<file path="src/rtl/spsg_pkg.sv">
`timescale 1ns / 1ps
// Shared types and constants for the step/direction generator.
// No dependencies; used by every module of the block.
package spsg_pkg;

	// default widths of the parameterised stores
	localparam int POSITION_BITS_DEF = 16;
	localparam int INTERVAL_BITS_DEF = 32;

	// field widths
	localparam int OP_W      = 3;
	localparam int TARGET_W  = 16;
	localparam int VEL_W     = 17;
	localparam int CHG_W     = 18;
	localparam int RATE_W    = 16;
	localparam int TICK_W    = 27;
	localparam int TOP_W     = 32;
	localparam int OPEN_W    = 15;
	localparam int OUT_POS_W = 16;
	localparam int OUT_IV_W  = 32;
	localparam int EXT_W     = 32;   // common width for zero-extended compares
	localparam int DIVR_W    = 17;   // divisor 2*|v| and remainder width
	localparam int DIV_STEPS = TICK_W;

	// APB
	localparam int ADDR_W = 5;
	localparam int DATA_W = 32;

	// operation codes
	localparam logic [OP_W-1:0] OP_TICK   = 3'd0;
	localparam logic [OP_W-1:0] OP_MOVE   = 3'd1;
	localparam logic [OP_W-1:0] OP_STOP   = 3'd2;
	localparam logic [OP_W-1:0] OP_OPEN   = 3'd3;
	localparam logic [OP_W-1:0] OP_CLOSED = 3'd4;

	// register indexes
	localparam logic [2:0] REG_MAX_VEL  = 3'd0;
	localparam logic [2:0] REG_MAX_CHG  = 3'd1;
	localparam logic [2:0] REG_CTRL     = 3'd2;
	localparam logic [2:0] REG_TICK     = 3'd3;
	localparam logic [2:0] REG_TOP      = 3'd4;
	localparam logic [2:0] REG_OPEN     = 3'd5;

	typedef struct packed {
		logic [RATE_W-1:0] vel_limit;
		logic [RATE_W-1:0] vel_change_limit;
		logic [RATE_W-1:0] control_rate;
		logic [TICK_W-1:0] tick_rate;
		logic [TOP_W-1:0]  counter_top;
		logic [OPEN_W-1:0] open_position;
	} spsg_cfg_t;

	// result item, last field in the lowest bits
	typedef struct packed {
		logic                    pad;
		logic                    running;
		logic                    direction_level;
		logic                    pulse_level;
		logic [OUT_IV_W-1:0]     pulse_interval;
		logic signed [CHG_W-1:0] velocity_change;
		logic signed [VEL_W-1:0] velocity;
		logic [OUT_POS_W-1:0]    position;
		logic                    status;
	} spsg_out_t;

	typedef struct packed {
		logic exec;      // operation on the accepted item, other than a move
		logic mul;       // latch error * control rate
		logic limit;     // apply change limit
		logic clamp;     // apply velocity clamp, load divider
		logic div_step;  // one quotient bit
		logic commit;    // write back move results
	} spsg_cmd_t;

	typedef struct packed {
		logic vel_zero;
	} spsg_sts_t;

endpackage

</file>
<file path="src/rtl/spsg_regs.sv">
`timescale 1ns / 1ps
// APB configuration registers of the step generator.
// Depends on spsg_pkg.
module spsg_regs (
	input  logic                      clk,
	input  logic                      arst_n,
	input  logic                      psel,
	input  logic                      penable,
	input  logic                      pwrite,
	input  logic [spsg_pkg::ADDR_W-1:0] paddr,
	input  logic [spsg_pkg::DATA_W-1:0] pwdata,
	output logic [spsg_pkg::DATA_W-1:0] prdata,
	output spsg_pkg::spsg_cfg_t       cfg
);
	import spsg_pkg::*;

	spsg_cfg_t  cfg_q;
	logic [2:0] idx;
	logic       wr_en;

	assign idx   = paddr[ADDR_W-1:2];
	assign wr_en = psel & penable & pwrite;
	assign cfg   = cfg_q;

	always_ff @(posedge clk or negedge arst_n) begin
		if (!arst_n) begin
			cfg_q.vel_limit        <= RATE_W'(20000);
			cfg_q.vel_change_limit <= RATE_W'(1066);
			cfg_q.control_rate     <= RATE_W'(1000);
			cfg_q.tick_rate        <= TICK_W'(1000000);
			cfg_q.counter_top      <= '1;
			cfg_q.open_position    <= OPEN_W'(8000);
		end else if (wr_en) begin
			case (idx)
				REG_MAX_VEL: cfg_q.vel_limit        <= pwdata[RATE_W-1:0];
				REG_MAX_CHG: cfg_q.vel_change_limit <= pwdata[RATE_W-1:0];
				REG_CTRL:    cfg_q.control_rate     <= pwdata[RATE_W-1:0];
				REG_TICK:    cfg_q.tick_rate        <= pwdata[TICK_W-1:0];
				REG_TOP:     cfg_q.counter_top      <= pwdata[TOP_W-1:0];
				REG_OPEN:    cfg_q.open_position    <= pwdata[OPEN_W-1:0];
				default: ;
			endcase
		end
	end

	always_comb begin
		case (idx)
			REG_MAX_VEL: prdata = DATA_W'(cfg_q.vel_limit);
			REG_MAX_CHG: prdata = DATA_W'(cfg_q.vel_change_limit);
			REG_CTRL:    prdata = DATA_W'(cfg_q.control_rate);
			REG_TICK:    prdata = DATA_W'(cfg_q.tick_rate);
			REG_TOP:     prdata = DATA_W'(cfg_q.counter_top);
			REG_OPEN:    prdata = DATA_W'(cfg_q.open_position);
			default:     prdata = '0;
		endcase
	end

endmodule

</file>
<file path="src/rtl/spsg_ctrl.sv">
`timescale 1ns / 1ps
// Sequencer of the step generator: handshakes and move command steps.
// Depends on spsg_pkg.
module spsg_ctrl (
	input  logic                      clk,
	input  logic                      arst_n,
	input  logic                      s_tvalid,
	output logic                      s_tready,
	input  logic [spsg_pkg::OP_W-1:0] op,
	output logic                      m_tvalid,
	input  logic                      m_tready,
	output spsg_pkg::spsg_cmd_t       cmd,
	input  spsg_pkg::spsg_sts_t       sts
);
	import spsg_pkg::*;

	localparam int CNT_W = $clog2(DIV_STEPS);

	typedef enum logic [4:0] {
		ST_IDLE  = 5'b00001,
		ST_LIMIT = 5'b00010,
		ST_CLAMP = 5'b00100,
		ST_DIV   = 5'b01000,
		ST_CAP   = 5'b10000
	} state_t;

	state_t           state_q, state_nxt;
	logic [CNT_W-1:0] cnt_q;
	logic             valid_q;
	logic             accept;

	assign s_tready = (state_q == ST_IDLE) && (!valid_q || m_tready);
	assign accept   = s_tvalid && s_tready;
	assign m_tvalid = valid_q;

	always_comb begin
		state_nxt    = state_q;
		cmd          = '0;
		cmd.exec     = accept && (op != OP_MOVE);
		cmd.mul      = accept && (op == OP_MOVE);
		case (state_q)
			ST_IDLE: begin
				if (cmd.mul)
					state_nxt = ST_LIMIT;
			end
			ST_LIMIT: begin
				cmd.limit = 1'b1;
				state_nxt = ST_CLAMP;
			end
			ST_CLAMP: begin
				cmd.clamp = 1'b1;
				state_nxt = ST_DIV;
			end
			ST_DIV: begin
				if (sts.vel_zero) begin
					state_nxt = ST_CAP;
				end else begin
					cmd.div_step = 1'b1;
					if (cnt_q == CNT_W'(DIV_STEPS - 1))
						state_nxt = ST_CAP;
				end
			end
			ST_CAP: begin
				cmd.commit = 1'b1;
				state_nxt  = ST_IDLE;
			end
			default: state_nxt = ST_IDLE;
		endcase
	end

	always_ff @(posedge clk or negedge arst_n) begin
		if (!arst_n) begin
			state_q <= ST_IDLE;
			cnt_q   <= '0;
			valid_q <= 1'b0;
		end else begin
			state_q <= state_nxt;
			if (cmd.clamp)
				cnt_q <= '0;
			else if (cmd.div_step)
				cnt_q <= cnt_q + 1'b1;
			if (cmd.exec || cmd.commit)
				valid_q <= 1'b1;
			else if (m_tready)
				valid_q <= 1'b0;
		end
	end

endmodule

</file>
<file path="src/rtl/spsg_dp.sv">
`timescale 1ns / 1ps
// Datapath of the step generator: motion state, velocity arithmetic,
// serial interval divider and result register. Depends on spsg_pkg.
module spsg_dp #(
	parameter int POSITION_BITS = spsg_pkg::POSITION_BITS_DEF,
	parameter int INTERVAL_BITS = spsg_pkg::INTERVAL_BITS_DEF
) (
	input  logic                          clk,
	input  logic                          arst_n,
	input  spsg_pkg::spsg_cfg_t           cfg,
	input  spsg_pkg::spsg_cmd_t           cmd,
	output spsg_pkg::spsg_sts_t           sts,
	input  logic [spsg_pkg::OP_W-1:0]     op,
	input  logic [spsg_pkg::TARGET_W-1:0] target,
	output spsg_pkg::spsg_out_t           res
);
	import spsg_pkg::*;

	localparam int ERR_W  = ((POSITION_BITS > TARGET_W) ? POSITION_BITS : TARGET_W) + 1;
	localparam int PROD_W = ERR_W + RATE_W + 1;

	// motion state
	logic [POSITION_BITS-1:0] pos_q, n_pos;
	logic signed [VEL_W-1:0]  vel_q, n_vel;
	logic signed [CHG_W-1:0]  chg_q, n_chg;
	logic [INTERVAL_BITS-1:0] iv_q, n_iv;
	logic [INTERVAL_BITS-1:0] tc_q, n_tc;
	logic                     pulse_q, n_pulse;
	logic                     dir_q, n_dir;
	logic                     run_q, n_run;
	logic                     n_status;

	// move sequence
	logic signed [PROD_W-1:0] prod_q, lim_q;
	logic signed [VEL_W-1:0]  vel_new_q;
	logic signed [CHG_W-1:0]  chg_new_q;
	logic [DIVR_W-1:0]        div_d_q, div_r_q;
	logic [TICK_W-1:0]        div_q_q;

	spsg_out_t res_q;

	// multiply
	logic signed [ERR_W-1:0]  err;
	logic signed [RATE_W:0]   rate_s;
	always_comb begin
		err = $signed({{(ERR_W-TARGET_W){target[TARGET_W-1]}}, target})
		    - $signed({{(ERR_W-POSITION_BITS){pos_q[POSITION_BITS-1]}}, pos_q});
		rate_s = $signed({1'b0, cfg.control_rate});
	end

	// change limit
	logic signed [PROD_W:0] diff, lim_ext, cur_ext, lim_val;
	always_comb begin
		cur_ext = {{(PROD_W+1-VEL_W){vel_q[VEL_W-1]}}, vel_q};
		lim_ext = $signed({{(PROD_W+1-RATE_W){1'b0}}, cfg.vel_change_limit});
		diff    = {prod_q[PROD_W-1], prod_q} - cur_ext;
		if (diff > lim_ext)
			lim_val = cur_ext + lim_ext;
		else if (diff < -lim_ext)
			lim_val = cur_ext - lim_ext;
		else
			lim_val = {prod_q[PROD_W-1], prod_q};
	end

	// velocity clamp
	logic signed [PROD_W-1:0] vmax_ext, clamp_val;
	logic signed [VEL_W-1:0]  vel_c, vel_abs;
	always_comb begin
		vmax_ext = $signed({{(PROD_W-RATE_W){1'b0}}, cfg.vel_limit});
		if (lim_q > vmax_ext)
			clamp_val = vmax_ext;
		else if (lim_q < -vmax_ext)
			clamp_val = -vmax_ext;
		else
			clamp_val = lim_q;
		vel_c   = clamp_val[VEL_W-1:0];
		vel_abs = vel_c[VEL_W-1] ? -vel_c : vel_c;
	end

	// restoring divider step
	logic [DIVR_W:0]   div_sh;
	logic [DIVR_W+1:0] div_sub;
	always_comb begin
		div_sh  = {div_r_q, div_q_q[TICK_W-1]};
		div_sub = {1'b0, div_sh} - {2'b00, div_d_q};
	end

	// interval cap
	logic [INTERVAL_BITS-1:0] cap, iv_cap;
	always_comb begin
		cap = cfg.counter_top[INTERVAL_BITS-1:0];
		if ((vel_new_q == '0) || (EXT_W'(div_q_q) > EXT_W'(cap)))
			iv_cap = cap;
		else
			iv_cap = div_q_q[INTERVAL_BITS-1:0];
	end

	assign sts.vel_zero = (vel_new_q == '0);

	// next motion state
	logic [INTERVAL_BITS-1:0] tc_inc;
	logic                     wrong_dir;
	logic [EXT_W-1:0]         open_ext;
	always_comb begin
		tc_inc    = tc_q + 1'b1;
		wrong_dir = (dir_q && !vel_q[VEL_W-1] && (vel_q != '0)) || (!dir_q && vel_q[VEL_W-1]);
		open_ext  = EXT_W'(cfg.open_position);
		n_pos     = pos_q;
		n_vel     = vel_q;
		n_chg     = chg_q;
		n_iv      = iv_q;
		n_tc      = tc_q;
		n_pulse   = pulse_q;
		n_dir     = dir_q;
		n_run     = run_q;
		n_status  = 1'b0;
		if (cmd.commit) begin
			n_vel = vel_new_q;
			n_chg = chg_new_q;
			n_iv  = iv_cap;
			n_tc  = '0;
			n_run = 1'b1;
		end else begin
			case (op)
				OP_TICK: begin
					if (run_q) begin
						if (tc_inc >= iv_q) begin
							n_tc = '0;
							if (wrong_dir) begin
								n_dir = ~dir_q;
							end else begin
								if (pulse_q)
									n_pos = dir_q ? pos_q - 1'b1 : pos_q + 1'b1;
								n_pulse = ~pulse_q;
							end
						end else begin
							n_tc = tc_inc;
						end
					end
				end
				OP_STOP: begin
					n_run = 1'b0;
					n_vel = '0;
					n_chg = '0;
					n_tc  = '0;
				end
				OP_OPEN: begin
					if (run_q)
						n_status = 1'b1;
					else
						n_pos = open_ext[POSITION_BITS-1:0];
				end
				OP_CLOSED: begin
					if (run_q)
						n_status = 1'b1;
					else
						n_pos = '0;
				end
				default: ;
			endcase
		end
	end

	logic [EXT_W-1:0] pos_ext;
	assign pos_ext = EXT_W'(n_pos);

	always_ff @(posedge clk or negedge arst_n) begin
		if (!arst_n) begin
			pos_q   <= '0;
			vel_q   <= '0;
			chg_q   <= '0;
			iv_q    <= '0;
			tc_q    <= '0;
			pulse_q <= 1'b0;
			dir_q   <= 1'b0;
			run_q   <= 1'b0;
		end else if (cmd.exec || cmd.commit) begin
			pos_q   <= n_pos;
			vel_q   <= n_vel;
			chg_q   <= n_chg;
			iv_q    <= n_iv;
			tc_q    <= n_tc;
			pulse_q <= n_pulse;
			dir_q   <= n_dir;
			run_q   <= n_run;
		end
	end

	// sequence and result registers carry payload only
	always_ff @(posedge clk) begin
		if (cmd.mul)
			prod_q <= PROD_W'(err * rate_s);
		if (cmd.limit)
			lim_q <= lim_val[PROD_W-1:0];
		if (cmd.clamp) begin
			vel_new_q <= vel_c;
			chg_new_q <= CHG_W'(vel_c) - CHG_W'(vel_q);
			div_d_q   <= {vel_abs[VEL_W-2:0], 1'b0};
			div_r_q   <= '0;
			div_q_q   <= cfg.tick_rate;
		end else if (cmd.div_step) begin
			if (!div_sub[DIVR_W+1]) begin
				div_r_q <= div_sub[DIVR_W-1:0];
				div_q_q <= {div_q_q[TICK_W-2:0], 1'b1};
			end else begin
				div_r_q <= div_sh[DIVR_W-1:0];
				div_q_q <= {div_q_q[TICK_W-2:0], 1'b0};
			end
		end
		if (cmd.exec || cmd.commit) begin
			res_q.pad             <= 1'b0;
			res_q.running         <= n_run;
			res_q.direction_level <= n_dir;
			res_q.pulse_level     <= n_pulse;
			res_q.pulse_interval  <= OUT_IV_W'(n_iv);
			res_q.velocity_change <= n_chg;
			res_q.velocity        <= n_vel;
			res_q.position        <= pos_ext[OUT_POS_W-1:0];
			res_q.status          <= n_status;
		end
	end

	assign res = res_q;

endmodule

</file>
<file path="src/rtl/stepper_position_step_generator_core.sv">
`timescale 1ns / 1ps
// Step/direction generator core. Tick, stop and preset: result valid the next cycle.
// Move: multiply, limit, clamp, 27-step serial divide, cap, then result valid;
// the divide steps are skipped when the new velocity is zero.
// One item in flight; a new item is taken when the result register is free or draining.
// arst_n asynchronously clears motion state, sequencer and valid; registers take defaults.
module stepper_position_step_generator_core #(
	parameter int POSITION_BITS = spsg_pkg::POSITION_BITS_DEF,
	parameter int INTERVAL_BITS = spsg_pkg::INTERVAL_BITS_DEF
) (
	input  logic                        clk,
	input  logic                        arst_n,
	// command stream
	input  logic                        s_tvalid,
	output logic                        s_tready,
	input  logic [15:0]                 s_tdata,  // [15:0] target_position
	input  logic [2:0]                  s_tuser,  // [2:0] operation
	// result stream
	output logic                        m_tvalid,
	input  logic                        m_tready,
	// [0] status, [16:1] position, [33:17] velocity, [51:34] velocity_change,
	// [83:52] pulse_interval, [84] pulse_level, [85] direction_level, [86] running, [87] 0
	output logic [87:0]                 m_tdata,
	// configuration
	input  logic                        psel,
	input  logic                        penable,
	input  logic                        pwrite,
	input  logic [spsg_pkg::ADDR_W-1:0] paddr,
	input  logic [spsg_pkg::DATA_W-1:0] pwdata,
	output logic [spsg_pkg::DATA_W-1:0] prdata,
	output logic                        pready
);
	import spsg_pkg::*;

	spsg_cfg_t cfg;
	spsg_cmd_t cmd;
	spsg_sts_t sts;
	spsg_out_t res;

	// zero wait states on the register port
	assign pready = 1'b1;

	spsg_regs u_regs (
		.clk     (clk),
		.arst_n  (arst_n),
		.psel    (psel),
		.penable (penable),
		.pwrite  (pwrite),
		.paddr   (paddr),
		.pwdata  (pwdata),
		.prdata  (prdata),
		.cfg     (cfg)
	);

	// sequencer: accepts a transaction, runs tick, stop and preset ops at once and
	// steps a move through its arithmetic, then raises m_tvalid
	spsg_ctrl u_ctrl (
		.clk      (clk),
		.arst_n   (arst_n),
		.s_tvalid (s_tvalid),
		.s_tready (s_tready),
		.op       (s_tuser),
		.m_tvalid (m_tvalid),
		.m_tready (m_tready),
		.cmd      (cmd),
		.sts      (sts)
	);

	// datapath: state, arithmetic and result register; the op and target
	// are only sampled in the accept cycle
	spsg_dp #(
		.POSITION_BITS (POSITION_BITS),
		.INTERVAL_BITS (INTERVAL_BITS)
	) u_dp (
		.clk    (clk),
		.arst_n (arst_n),
		.cfg    (cfg),
		.cmd    (cmd),
		.sts    (sts),
		.op     (s_tuser),
		.target (s_tdata),
		.res    (res)
	);

	assign m_tdata = res;

endmodule

</file>
<file path="config.mk">
export PLATFORM = sky130hd
export DESIGN_NAME = stepper_position_step_generator_core
export DESIGN_NICKNAME = d
export VERILOG_FILES = /design/src/rtl/spsg_pkg.sv /design/src/rtl/spsg_regs.sv /design/src/rtl/spsg_ctrl.sv /design/src/rtl/spsg_dp.sv /design/src/rtl/stepper_position_step_generator_core.sv
export SDC_FILE = /design/constraint.sdc
export NUM_CORES = 2
export LEC_CHECK = 0
export ABC_AREA = 1
export ABC_CLOCK_PERIOD_IN_PS = 18450
export BUFFER_PORTS_ARGS = -buffer_cell sky130_fd_sc_hd__buf_2
export CAP_MARGIN = 20
export CELL_PAD_IN_SITES_DETAIL_PLACEMENT = 1
export CELL_PAD_IN_SITES_GLOBAL_PLACEMENT = 1
export CORE_ASPECT_RATIO = 1.5
export CORE_UTILIZATION = 35
export CTS_CLUSTER_DIAMETER = 150
export CTS_CLUSTER_SIZE = 16
export DETAILED_ROUTE_END_ITERATION = 8
export GPL_ROUTABILITY_DRIVEN = 0
export PLACE_DENSITY_LB_ADDON = 0.1
export SLEW_MARGIN = 20
export SYNTH_ARGS = -nofsm -noshare
export SYNTH_HDL_FRONTEND = slang
export SYNTH_SLANG_ARGS = --single-unit
</file>
<file path="constraint.sdc">
create_clock -name clk -period 18.45 [get_ports clk]
set_input_delay 1.845 -clock clk [delete_from_list [all_inputs] [get_ports clk]]
set_output_delay 1.845 -clock clk [all_outputs]
set_load 0.01 [all_outputs]
</file>
==> out/qor.csv <==
stage;metric;value;unit
clock_tree;TritonCTS Buffers;37;
route;vias per std cell;5.14;
setup_path;CP max-delay cell;fa_1;
yosys;most common cell in the synthesized netlist;nand2_1;
sta;max-slew violations;0;
setup_path;FF-to-FF setup slack;9.84;ns
sta;final setup violation count;0;
setup_path;Critical Path End Type;flop;
setup_path;CP delay by family, top;adder cells;
sta;max_slew headroom;28.6;%
hold_path;hold path cells;2;
sta;period utilization;51.0;%
route;average wire per standard cell;22.2;um
clock_tree;clock root cell;clkbuf_16;
hold_path;Min-Delay Endpoint;u_dp.div_r_q[11]$_SDFFE_PP0P_;
hold_path;min-delay worst type;flop to flop;
grt;grt ovf;0;
clock_tree;Clock Tree Buf Depth;3;
route;# DRC;0;
yosys;largest area contributor in the netlist;edfxtp_1;
clock_tree;H-tree levels;2;
floorplan;die width;290;um
yosys;asr flop ratio synth;50.2;%
run_status;status;finished clean;
sta;setup tns final;0;ns
route;detailed-router iteration count before antenna repair;5;
yosys;Synth Warn #;0;
floorplan;Die H;434;um
floorplan;number of core rows;158;
yosys;Netlist cell types;64;
yosys;Net Count, Synth;6183;
hold_path;HP Start;u_dp.div_r_q[11]$_SDFFE_PP0P_;
setup_path;Crit path top cell by count;fa_1;
sta;Final Critical Period;9.40;ns
sta;Fin Clk Skew;0.0278;ns
route;WL final;160000;um
setup_path;CP Launch Type;input port;
route;Routed Antenna Nets;0;
floorplan;Starting Density;35.3;%
yosys;syn_area_per_cell;7.99;sq um
setup_path;Buf/Inv on CP;7;
grt;largest net degree at the start of global routing;121;
grt;first-pass GRT wire length;243000;um
route;DR vias;37000;
floorplan;CORE AREA;124000;sq um
setup_path;CP Class;input port to flop;
layout;FF/Latch Area;13700;sq um
clock_tree;cts-stage hold buffer count;0;
clock_tree;CTS tree;yes;
sta;worst-margin pin slew;1.07;ns
place;number of port buffers;181;
yosys;top cells by count, synth;nand2_1, inv_1, o21ai_0;
yosys;Post-synth EDFFs;232;
place;post-DP HPWL;131000;um
route;initial DRC count;1654;
clock_tree;Post-CTS Setup Repair Bufs;0;
floorplan;Boundary Pins;186;
setup_path;worst flop-to-flop path startpoint;u_dp.pos_q[9]$_DFFE_PN0P_;
layout;Layout Nets;6298;
yosys;main area contributors after synthesis;edfxtp_1, fa_1, nand2_1, ha_1, dfrtp_1;
grt;total track usage;25.5;%
layout;layout cells sized above 1;7.25;%
layout;Fillers;15000;
setup_path;CP max stage delay;0.98;ns
grt;vias in the first global route;39400;
clock_tree;Clk pin slew, worst setup/hold paths;0.07;ns
layout;Multi-input gate area;25800;sq um
grt;initial antenna violation count;16;
setup_path;Arr. time, crit path;9.72;ns
setup_path;worst r2r dst;u_dp.prod_q[30]$_DFFE_PP_;
yosys;prevailing post-synth register cell;edfxtp_1;
setup_path;R2R depth;29;
yosys;gate count of the mapped netlist;5457;
sta;RSZ-0062 raised after global routing;false;
sta;Max Freq;106;MHz
floorplan;die area;126000;sq um
yosys;Post-Syn Area;43600;sq um
layout;Core Util, Final;38.4;%
layout;Area Overhead vs Synth;8.77;%
setup_path;CP max FO;14;
clock_tree;post_cts resized;0;
sta;Final Hold Fails;0;
clock_tree;Skew-Pair Late Insertion Delay;0.61;ns
clock_tree;total clock sinks;500;
yosys;Synth top area share;16.0;%
setup_path;required time worst endpoint;18.77;ns
yosys;Seq/Total Area, Yosys;31.3;%
yosys;FF+latch count, synth;500;
job;max cap viols;0;
through the flow:
| stage | hold slack (ns) | setup slack, ns | instances | instance area (sq um) |
|---|---|---|---|---|
| detailed placement | 0.462 | 8.32 | 7131 | 46300 |
| global route | 0.512 | 8.43 | 7202 | 47400 |
| finish | 0.480 | 9.05 | 7205 | 47400 |
| floorplan | 0.446 | 9.40 | 5457 | 43600 |
| global placement | 0.462 | 8.37 | 7131 | 46300 |
| CTS | 0.481 | 8.93 | 7199 | 47400 |
area by class of cell:
cell class	instances	area share [%]
Antenna cell	4	0.0211
Clock buffer	65	2.26
Clock inverter	3	0.0527
Inverter	952	7.53
Multi-Input combinational cell	3859	54.4
Sequential cell	500	28.8
Tap cell	1600	4.22
Timing Repair Buffer	222	2.66
sequential cells by signal, indices dropped and copies added, names as in the netlist, 18 cells and up:
register        cells
u_dp.res           87
u_dp.tc_q          32
u_dp.chg_q         18
u_dp.prod_q        34
u_regs.cfg        122
u_dp.lim_q         34
u_dp.div_q_q       27
u_dp.chg_new_q     18
u_dp.iv_q          32
worst reg2reg max path, delay by kind of cell (launching register included):
kind,cells,cell delay (ns)
buffers and inverters,6,0.76
AOI/OAI and AO/OA,5,0.96
DFF,1,0.43
xor gates and xnor gates,1,0.17
and+or+nand+nor,9,1.49
adders and majority gates,8,4.54
how the worst max path moves through the flow:
stage | depth (start not counted) | end | from | slack, ns
3_3_place_gp | 34 | u_dp.prod_q[33]$_DFFE_PP_ | s_tdata[0] | 8.37
6_report | 31 | u_dp.prod_q[30]$_DFFE_PP_ | s_tdata[0] | 9.05
3_5_place_dp | 34 | u_dp.prod_q[33]$_DFFE_PP_ | s_tdata[0] | 8.32
2_1_floorplan | 35 | u_dp.prod_q[29]$_DFFE_PP_ | s_tdata[0] | 9.40
5_1_grt | 31 | u_dp.prod_q[30]$_DFFE_PP_ | s_tdata[0] | 8.43
4_1_cts | 34 | u_dp.prod_q[33]$_DFFE_PP_ | s_tdata[0] | 8.93
per-layer routing:
layer | vias to the layer above | GRT usage (%) | wire length, um
met5 | - | 0 | 93
met4 | 16 | 11.8 | 8340
met3 | 232 | 2.49 | 4760
met2 | 570 | 47.9 | 83800
met1 | 18400 | 29.0 | 63100
li1 | 17800 | - | -
cell usage in the layout (no fill, tap or decap), drive strengths merged, types with 4 or more instances in the layout:
cell and n:
nand2 1324, a31oi 11, nand4 46, a221oi 13, clkbuf 65, nor2 387
or2 20, a21oi 263, buf 222, dfstp 61, a211oi 7, o221ai 12
diode 4, a21o 17, a22oi 4, xor2 144, o22ai 48, clkinv 13
dfrtp 190, dfxtp 17, o31ai 9, ha 383, o21bai 10, nand3 253
fa 280, nand3b 11, o21a 10, o211ai 15, nor3 63, xnor2 50
o21ai 406, o2111ai 11, nor4 34, a21boi 13, edfxtp 232, inv 942
cell families (layout without fill, tap and decap cells):
logic type / after synthesis / after routing / synth area share [%]
AND/OR/NAND/NOR: 2145 / 2145 / 20.4
buffers and inverters: 1098 / 1242 / 9.59
AO/OA/AOI/OAI: 854 / 854 / 10.9
adder cells (fa/ha/maj): 663 / 663 / 23.8
flip-flops: 500 / 500 / 31.3
XOR/XNOR: 194 / 194 / 3.90
other: 2 / 6 / 0.0172
multiplexers: 1 / 1 / 0.0229
Power is not shown: default switching activity piles up to over one toggle a cycle in this logic, so the estimate is an artifact.
